$ cat src/hw/rtl/asci_pkg.sv
// Shared types and constants for the audio sample counter interrupt unit.
// Used by asci_core and audio_sample_counter_irq_unit; no dependencies.
`default_nettype none

package asci_pkg;

	localparam int unsigned DataW = 32;
	localparam int unsigned IdxW  = 3;
	localparam int unsigned TbW   = 27;
	localparam int unsigned CtlW  = 7;

	localparam logic [TbW-1:0] TbReset = 27'd60750000;
	localparam logic [TbW-1:0] RateHi  = 27'd48000;
	localparam logic [TbW-1:0] RateLo  = 27'd32000;

	localparam logic [CtlW-1:0] CtlPstat   = 7'h01;
	localparam logic [CtlW-1:0] CtlAisfr   = 7'h02;
	localparam logic [CtlW-1:0] CtlIntMsk  = 7'h04;
	localparam logic [CtlW-1:0] CtlInt     = 7'h08;
	localparam logic [CtlW-1:0] CtlIntVld  = 7'h10;
	localparam logic [CtlW-1:0] CtlScReset = 7'h20;
	localparam logic [CtlW-1:0] CtlAidfr   = 7'h40;
	localparam logic [CtlW-1:0] CtlKept    =
		CtlPstat | CtlAisfr | CtlIntMsk | CtlIntVld | CtlAidfr;

	localparam logic [IdxW-1:0] RegControl = 3'd0;
	localparam logic [IdxW-1:0] RegVolume  = 3'd1;
	localparam logic [IdxW-1:0] RegCount   = 3'd2;
	localparam logic [IdxW-1:0] RegTarget  = 3'd3;

	typedef enum logic [1:0] {
		OP_READ  = 2'd0,
		OP_WRITE = 2'd1,
		OP_TICK  = 2'd2,
		OP_NOP   = 2'd3
	} op_t;

	typedef struct packed {
		op_t              op;
		logic [IdxW-1:0]  idx;
		logic [DataW-1:0] data;
	} asci_req_t;

	typedef struct packed {
		logic [DataW-1:0] read_data;
		logic             irq;
		logic             dac_48k;
	} asci_rsp_t;

endpackage

`default_nettype wire

$ cat src/hw/rtl/audio_sample_counter_irq_unit.sv
// Top level of the audio sample counter interrupt unit: request and result
// registers around asci_core. Depends on asci_pkg and asci_core.
//
// Usage: each request on the in channel (operation, reg_index, write_data)
// is a register read, a register write, one timebase tick or a no-op.
// Every request yields exactly one result on the out channel (read_data,
// irq_line, dac_is_48k), in request order.
// A request passes through the request register, then the result register,
// before out_valid rises. Throughput: one request per cycle while the receiver
// does not stall, set by the single state update that the phase add and count
// compare make per request.
// cfg_we writes timebase_hz from cfg_wdata; write it only while idle.
// Reset clears the core state and valid flags, sets timebase_hz to 60750000
// and empties the pipeline. When the receiver stalls, the result holds in its
// register and the request register still fills, after which in_ready drops.
`default_nettype none

module audio_sample_counter_irq_unit (
	input  wire logic                       clk,
	input  wire logic                       arst_n,
	input  wire logic                       cfg_we,
	input  wire logic [asci_pkg::TbW-1:0]   cfg_wdata,
	input  wire logic                       in_valid,
	output logic                            in_ready,
	input  wire logic [1:0]                 operation,
	input  wire logic [asci_pkg::IdxW-1:0]  reg_index,
	input  wire logic [asci_pkg::DataW-1:0] write_data,
	output logic                            out_valid,
	input  wire logic                       out_ready,
	output logic [asci_pkg::DataW-1:0]      read_data,
	output logic                            irq_line,
	output logic                            dac_is_48k
);

	logic                valid_s1;
	asci_pkg::asci_req_t req_s1;
	asci_pkg::asci_rsp_t rsp;
	asci_pkg::asci_rsp_t rsp_s2;
	logic                advance;

	assign advance  = valid_s1 && (!out_valid || out_ready);
	assign in_ready = !valid_s1 || advance;

	always_ff @(posedge clk or negedge arst_n) begin
		if (!arst_n) begin
			valid_s1 <= 1'b0;
		end else if (in_ready) begin
			valid_s1 <= in_valid;
		end
	end

	always_ff @(posedge clk) begin
		if (in_ready && in_valid) begin
			req_s1.op   <= asci_pkg::op_t'(operation);
			req_s1.idx  <= reg_index;
			req_s1.data <= write_data;
		end
	end

	asci_core u_core (
		.clk       (clk),
		.arst_n    (arst_n),
		.cfg_we    (cfg_we),
		.cfg_wdata (cfg_wdata),
		.req_fire  (advance),
		.req       (req_s1),
		.rsp       (rsp)
	);

	always_ff @(posedge clk or negedge arst_n) begin
		if (!arst_n) begin
			out_valid <= 1'b0;
		end else if (!out_valid || out_ready) begin
			out_valid <= valid_s1;
		end
	end

	always_ff @(posedge clk) begin
		if (advance) begin
			rsp_s2 <= rsp;
		end
	end

	assign read_data  = rsp_s2.read_data;
	assign irq_line   = rsp_s2.irq;
	assign dac_is_48k = rsp_s2.dac_48k;

endmodule

`default_nettype wire

$ cat src/hw/rtl/asci_core.sv
// Register file, phase accumulator and sample counter of the interrupt unit.
// Depends on asci_pkg; the response is combinational from state and request.
`default_nettype none

module asci_core (
	input  wire logic                      clk,
	input  wire logic                      arst_n,
	input  wire logic                      cfg_we,
	input  wire logic [asci_pkg::TbW-1:0]  cfg_wdata,
	input  wire logic                      req_fire,
	input  wire asci_pkg::asci_req_t       req,
	output asci_pkg::asci_rsp_t            rsp
);

	logic [asci_pkg::TbW-1:0]   timebase_q;
	logic [asci_pkg::CtlW-1:0]  control_q, control_d;
	logic [asci_pkg::DataW-1:0] volume_q, volume_d;
	logic [asci_pkg::DataW-1:0] count_q, count_d;
	logic [asci_pkg::DataW-1:0] target_q, target_d;
	logic [asci_pkg::TbW-1:0]   phase_q, phase_d;

	logic [asci_pkg::TbW-1:0]   div;
	logic [asci_pkg::TbW-1:0]   rate;
	logic [asci_pkg::TbW:0]     psum;
	logic [asci_pkg::TbW:0]     pdiff;
	logic [asci_pkg::DataW-1:0] count_inc;
	logic [asci_pkg::DataW-1:0] rd;

	assign div  = (timebase_q < asci_pkg::RateHi) ? asci_pkg::RateHi : timebase_q;
	assign rate = ((control_q & asci_pkg::CtlAisfr) != '0) ? asci_pkg::RateHi
		: asci_pkg::RateLo;
	assign psum      = {1'b0, phase_q} + {1'b0, rate};
	assign pdiff     = psum - {1'b0, div};
	assign count_inc = count_q + 32'd1;

	always_comb begin
		control_d = control_q;
		volume_d  = volume_q;
		count_d   = count_q;
		target_d  = target_q;
		phase_d   = phase_q;
		rd        = '0;
		unique case (req.op)
			asci_pkg::OP_READ: begin
				case (req.idx)
					asci_pkg::RegControl: rd = {{(asci_pkg::DataW-asci_pkg::CtlW){1'b0}},
						control_q};
					asci_pkg::RegVolume:  rd = volume_q;
					asci_pkg::RegCount:   rd = count_q;
					asci_pkg::RegTarget:  rd = target_q;
					default:              rd = '0;
				endcase
			end
			asci_pkg::OP_WRITE: begin
				case (req.idx)
					asci_pkg::RegControl: begin
						control_d = (req.data[asci_pkg::CtlW-1:0] & asci_pkg::CtlKept)
							| (control_q & asci_pkg::CtlInt
							& ~(req.data[asci_pkg::CtlW-1:0] & asci_pkg::CtlInt));
						phase_d = '0;
						if ((req.data[asci_pkg::CtlW-1:0] & asci_pkg::CtlScReset) != '0) begin
							count_d = '0;
						end
					end
					asci_pkg::RegVolume: volume_d = req.data;
					asci_pkg::RegCount: begin
						count_d = req.data;
						phase_d = '0;
					end
					asci_pkg::RegTarget: target_d = req.data;
					default: ;
				endcase
			end
			asci_pkg::OP_TICK: begin
				if ((control_q & asci_pkg::CtlPstat) != '0) begin
					if (psum >= {1'b0, div}) begin
						phase_d = pdiff[asci_pkg::TbW-1:0];
						count_d = count_inc;
						if (count_inc == target_q) begin
							control_d = control_q | asci_pkg::CtlInt;
						end
					end else begin
						phase_d = psum[asci_pkg::TbW-1:0];
					end
				end
			end
			default: ;
		endcase
		rsp.read_data = rd;
		rsp.irq       = ((control_d & asci_pkg::CtlInt) != '0)
			&& ((control_d & asci_pkg::CtlIntMsk) != '0);
		rsp.dac_48k   = (control_d & asci_pkg::CtlAidfr) == '0;
	end

	always_ff @(posedge clk or negedge arst_n) begin
		if (!arst_n) begin
			timebase_q <= asci_pkg::TbReset;
		end else if (cfg_we) begin
			timebase_q <= cfg_wdata;
		end
	end

	always_ff @(posedge clk or negedge arst_n) begin
		if (!arst_n) begin
			control_q <= '0;
			volume_q  <= '0;
			count_q   <= '0;
			target_q  <= '0;
			phase_q   <= '0;
		end else if (req_fire) begin
			control_q <= control_d;
			volume_q  <= volume_d;
			count_q   <= count_d;
			target_q  <= target_d;
			phase_q   <= phase_d;
		end
	end

endmodule

`default_nettype wire

$ cat config.mk
export PLATFORM = sky130hd
export DESIGN_NAME = audio_sample_counter_irq_unit
export DESIGN_NICKNAME = d
export VERILOG_FILES = /design/src/hw/rtl/asci_pkg.sv /design/src/hw/rtl/audio_sample_counter_irq_unit.sv /design/src/hw/rtl/asci_core.sv
export SDC_FILE = /design/constraint.sdc
export NUM_CORES = 1
export LEC_CHECK = 0
export ABC_AREA = 1
export BUFFER_PORTS_ARGS = -buffer_cell sky130_fd_sc_hd__buf_4
export CORE_ASPECT_RATIO = 1.4
export CORE_MARGIN = 10
export CORE_UTILIZATION = 61
export DETAILED_ROUTE_END_ITERATION = 10
export PLACE_DENSITY = 0.78
export SETUP_SLACK_MARGIN = 0.4
export SLEW_MARGIN = 30
export SYNTH_ARGS = -nofsm -noshare
export SYNTH_HDL_FRONTEND = slang
export SYNTH_SLANG_ARGS = --single-unit
$ cat constraint.sdc
create_clock -name clk -period 4.3 [get_ports clk]
set_input_delay 0.43 -clock clk [delete_from_list [all_inputs] [get_ports clk]]
set_output_delay 0.43 -clock clk [all_outputs]
set_load 0.005 [all_outputs]
==> results.ini <==
[placed_design]
io_buffer_count=104
gp_congestion=0.946
dpl.hpwl_mm=27.8
dpl_worst_slack_ps=56.3

[clock_network]
clkTransAtPathRegs_ps=60
clk_latency_ps=540
cts_root_buf=clkbuf_16
htreeDepth=1
cts_buffers=24
clock_sinks=229
cts_tree=yes
clock_path_buffers=3

[synth]
synth_edf_count=71
synthArstFlopShare_pct=69.0
ys_ff_latch=229
ys_seq_area_share_pct=45.9
synth.largest_area_cell=dfrtp_1
synthFlopType=dfrtp_1
ys_top_cells_by_area=dfrtp_1 (27%), edfxtp_1 (16%), nand2_1 (13%), inv_1 (6.2%), o21ai_0 (5.2%)
syn_avg_cell_area_um2=7.82
synth_top_cell_area_share_pct=26.9
synth_nets=1809
syn_inst=1702
ys_warn_count=0
synthDistinctLibCells=48
syn_area_um2=13300

[worst_setup_path]
crit_path_max_fanout=6
arrival_ps=4340
cp-end-kind=register
critical_path.startpoint_type=register
reg2reg_slack_ps=380
required_ps=4720
crit_type=register to register

[routing]
dr.first_iter.drc_count=942
viasPerCell=5.67
first_pass_iters=6
wire_per_inst_um=18.5
via_count=12100
route.detailed.drc=0
ant_nets=0
wl_mm=39.7

[power]
p_leak_nw=7.13
power_frac_seq_pct=33.6
ir_drop_uv=425
p_comb_share_pct=42.3
clockPowerShare_pct=24.1
intPower_mw=5.51
switchingPower_mw=3.56
p_per_area_nw_per_um2=565
swShare_pct=39.3

[global_route]
grt_overflow=0
grt_pass1_wl_mm=61.1
grt_pass1_vias=12100
grt_start_max_net_pins=75
track_usage_pct=27.2
antenna_found_initial=0

[finish]
fill_cells=1579
drive_above_1_share_pct=18.6
antenna_cells=0
final_common_cell=nand2_1
layout_common_cells=nand2_1 (429), inv_1 (214), nor2_1 (146), buf_4 (144), dfrtp_1 (142)
finalNetCount=1936
area_growth_pct=20.7

[timing]
period_needed_ps=3920
rsz0062_at_grt=yes
fin_ws_ps=384
holdWs_ps=63.0
tightest_slew_ps=872
setup_viol=0
maxSlewHeadroom_pct=41.5
timing.setup.tns_ps=0
fin_skew_ps=25.4
fmax_mhz=255
slew_violations=0
hold_viol_final=0
fin_crit_sh_pct=91.1

[floorplan]
io_pins=105
num_rows=63
core_um2=21400
start_util_pct=62.3
die_x_um=145
die_area_um2=28200
die-height_um=195

[run]
timing.max_cap.violations=0

[min_path]
hold_path.class=primary input to register

[status]
status=finished, final reports clean

cell families after synthesis:
logic type / count (synthesis) / share of synthesized area [%]
AOI/OAI and AO/OA: 330 / 13.8
and+or+nand+nor: 753 / 23.3
adders and majority gates: 38 / 3.63
DFF: 229 / 45.9
xor gates and xnor gates: 50 / 3.70
muxes: 15 / 1.27
buffers and inverters: 287 / 8.33
final cells by class:
class	count	area (um^2)	area share (%)
Multi-Input combinational cell	1186	6570	40.9
Inverter	231	872	5.43
Clock buffer	27	642	4.00
Timing Repair Buffer	157	1320	8.24
Clock inverter	17	191	1.19
Tap cell	292	365	2.27
Sequential cell	229	6110	38.0
metrics by stage:
stage          std cells  util (%)  area [um^2]  total power [mW]
2_1_floorplan       1702         -        13300              5.37
3_3_place_gp        2070      67.7        14500              6.30
3_5_place_dp        2070      67.7        14500              6.34
4_1_cts             2123      72.5        15500              8.70
5_1_grt             2139      75.2        16100              9.61
6_report            2139      75.2        16100              9.07
final timing paths:
kind,from,end,cells past startpoint
min in group asynchronous,arst_n,u_core.timebase_q[1]$_DFFE_PN0P_,2
max in group asynchronous,arst_n,u_core.volume_q[20]$_DFFE_PN0P_,3
setup / recovery,u_core.control_q[1]$_DFFE_PN0P_,u_core.count_q[10]$_DFFE_PN0P_,26
setup reg to reg,u_core.control_q[1]$_DFFE_PN0P_,u_core.count_q[10]$_DFFE_PN0P_,26
hold / removal,write_data[2],req_s1[2]$_DFFE_PP_,1
hold reg to reg,req_s1[23]$_DFFE_PP_,u_core.volume_q[23]$_DFFE_PN0P_,2
sequential cells by signal, indices dropped and copies added, names as in the netlist:
signal	cells
req_s1	37
read_data	32
u_core.count_q	32
u_core.target_q	32
u_core.volume_q	32
u_core.phase_q	27
u_core.timebase_q	27
u_core.control_q	6
dac_is_48k	1
irq_line	1
out_valid	1
valid_s1	1
power by group through the flow:
stage | Sequential (mW) | Combinational [mW] | Clock (mW)
floorplan | 2.94 | 2.43 | 0
global placement | 3.03 | 3.27 | 0
detailed placement | 3.04 | 3.30 | 0
CTS | 3.02 | 3.47 | 2.20
global route | 3.09 | 4.21 | 2.30
finish | 3.05 | 3.84 | 2.18
per-layer routing:
| metal | wire length, um | track usage, % | part of all wire, % | up-vias |
|---|---|---|---|---|
| met1 | 14300 | 28.7 | 36 | 5723 |
| li1 | - | - | - | 5829 |
| met2 | 20800 | 49.8 | 52 | 438 |
| met3 | 2170 | 4.29 | 5.5 | 132 |
| met5 | 0 | 0 | 0 | - |
| met4 | 2360 | 14.5 | 5.9 | 0 |
worst max-delay path, cell delays in order, from the launching register on:
cell	delay, ps
dfrtp_2	490
inv_4	80
ha_4	280
a21oi_4	180
nand3_4	120
nor2_4	130
o21ai_2	70
a21boi_2	220
nor2_2	80
xor2_2	170
inv_2	60
ha_4	290
nand2_2	90
nor2_4	110
inv_1	70
nor2_1	150
inv_1	80
nor2_1	90
nand4_1	110
nand3_2	150
nand2_1	80
nand2_2	100
nand3_4	130
buf_6	170
clkbuf_16	160
nand2_2	60
o21ai_1	70
Yosys cell counts (2+ instances only):
cell type	count
nand2_1	452
inv_1	219
nor2_1	153
dfrtp_1	143
o21ai_0	137
nand3_1	103
edfxtp_1	71
a21oi_1	69
o21ai_1	39
ha_1	37
o22ai_1	34
clkbuf_1	30
xor2_1	29
buf_2	19
xnor2_1	17
o211ai_1	16
dfstp_2	15
mux2_2	15
nor3_1	12
a221oi_1	9
nand4_1	9
inv_2	7
nand2_2	7
a21o_1	6
o21bai_1	6
buf_1	5
clkinv_1	5
nand3_2	4
nor2_4	4
xnor3_1	4
nor2_2	3
a21boi_0	2
a32oi_1	2
buf_4	2
nand3b_1	2
o21a_1	2
o21ai_2	2
what timing repair did:
| action | 4_1_cts | 5_1_grt |
|---|---|---|
| resized for setup | 23 | 90 |
| endpoints found under the setup margin | 61 | 61 |
| hold buffers | 1 | 0 |
| buffers inserted | 7 | 11 |
| gates cloned | 1 | 5 |
| pin swaps | 4 | 25 |
| hold endpoints to repair | 56 | 0 |
Note: power is estimated with default switching activity, not from simulation.
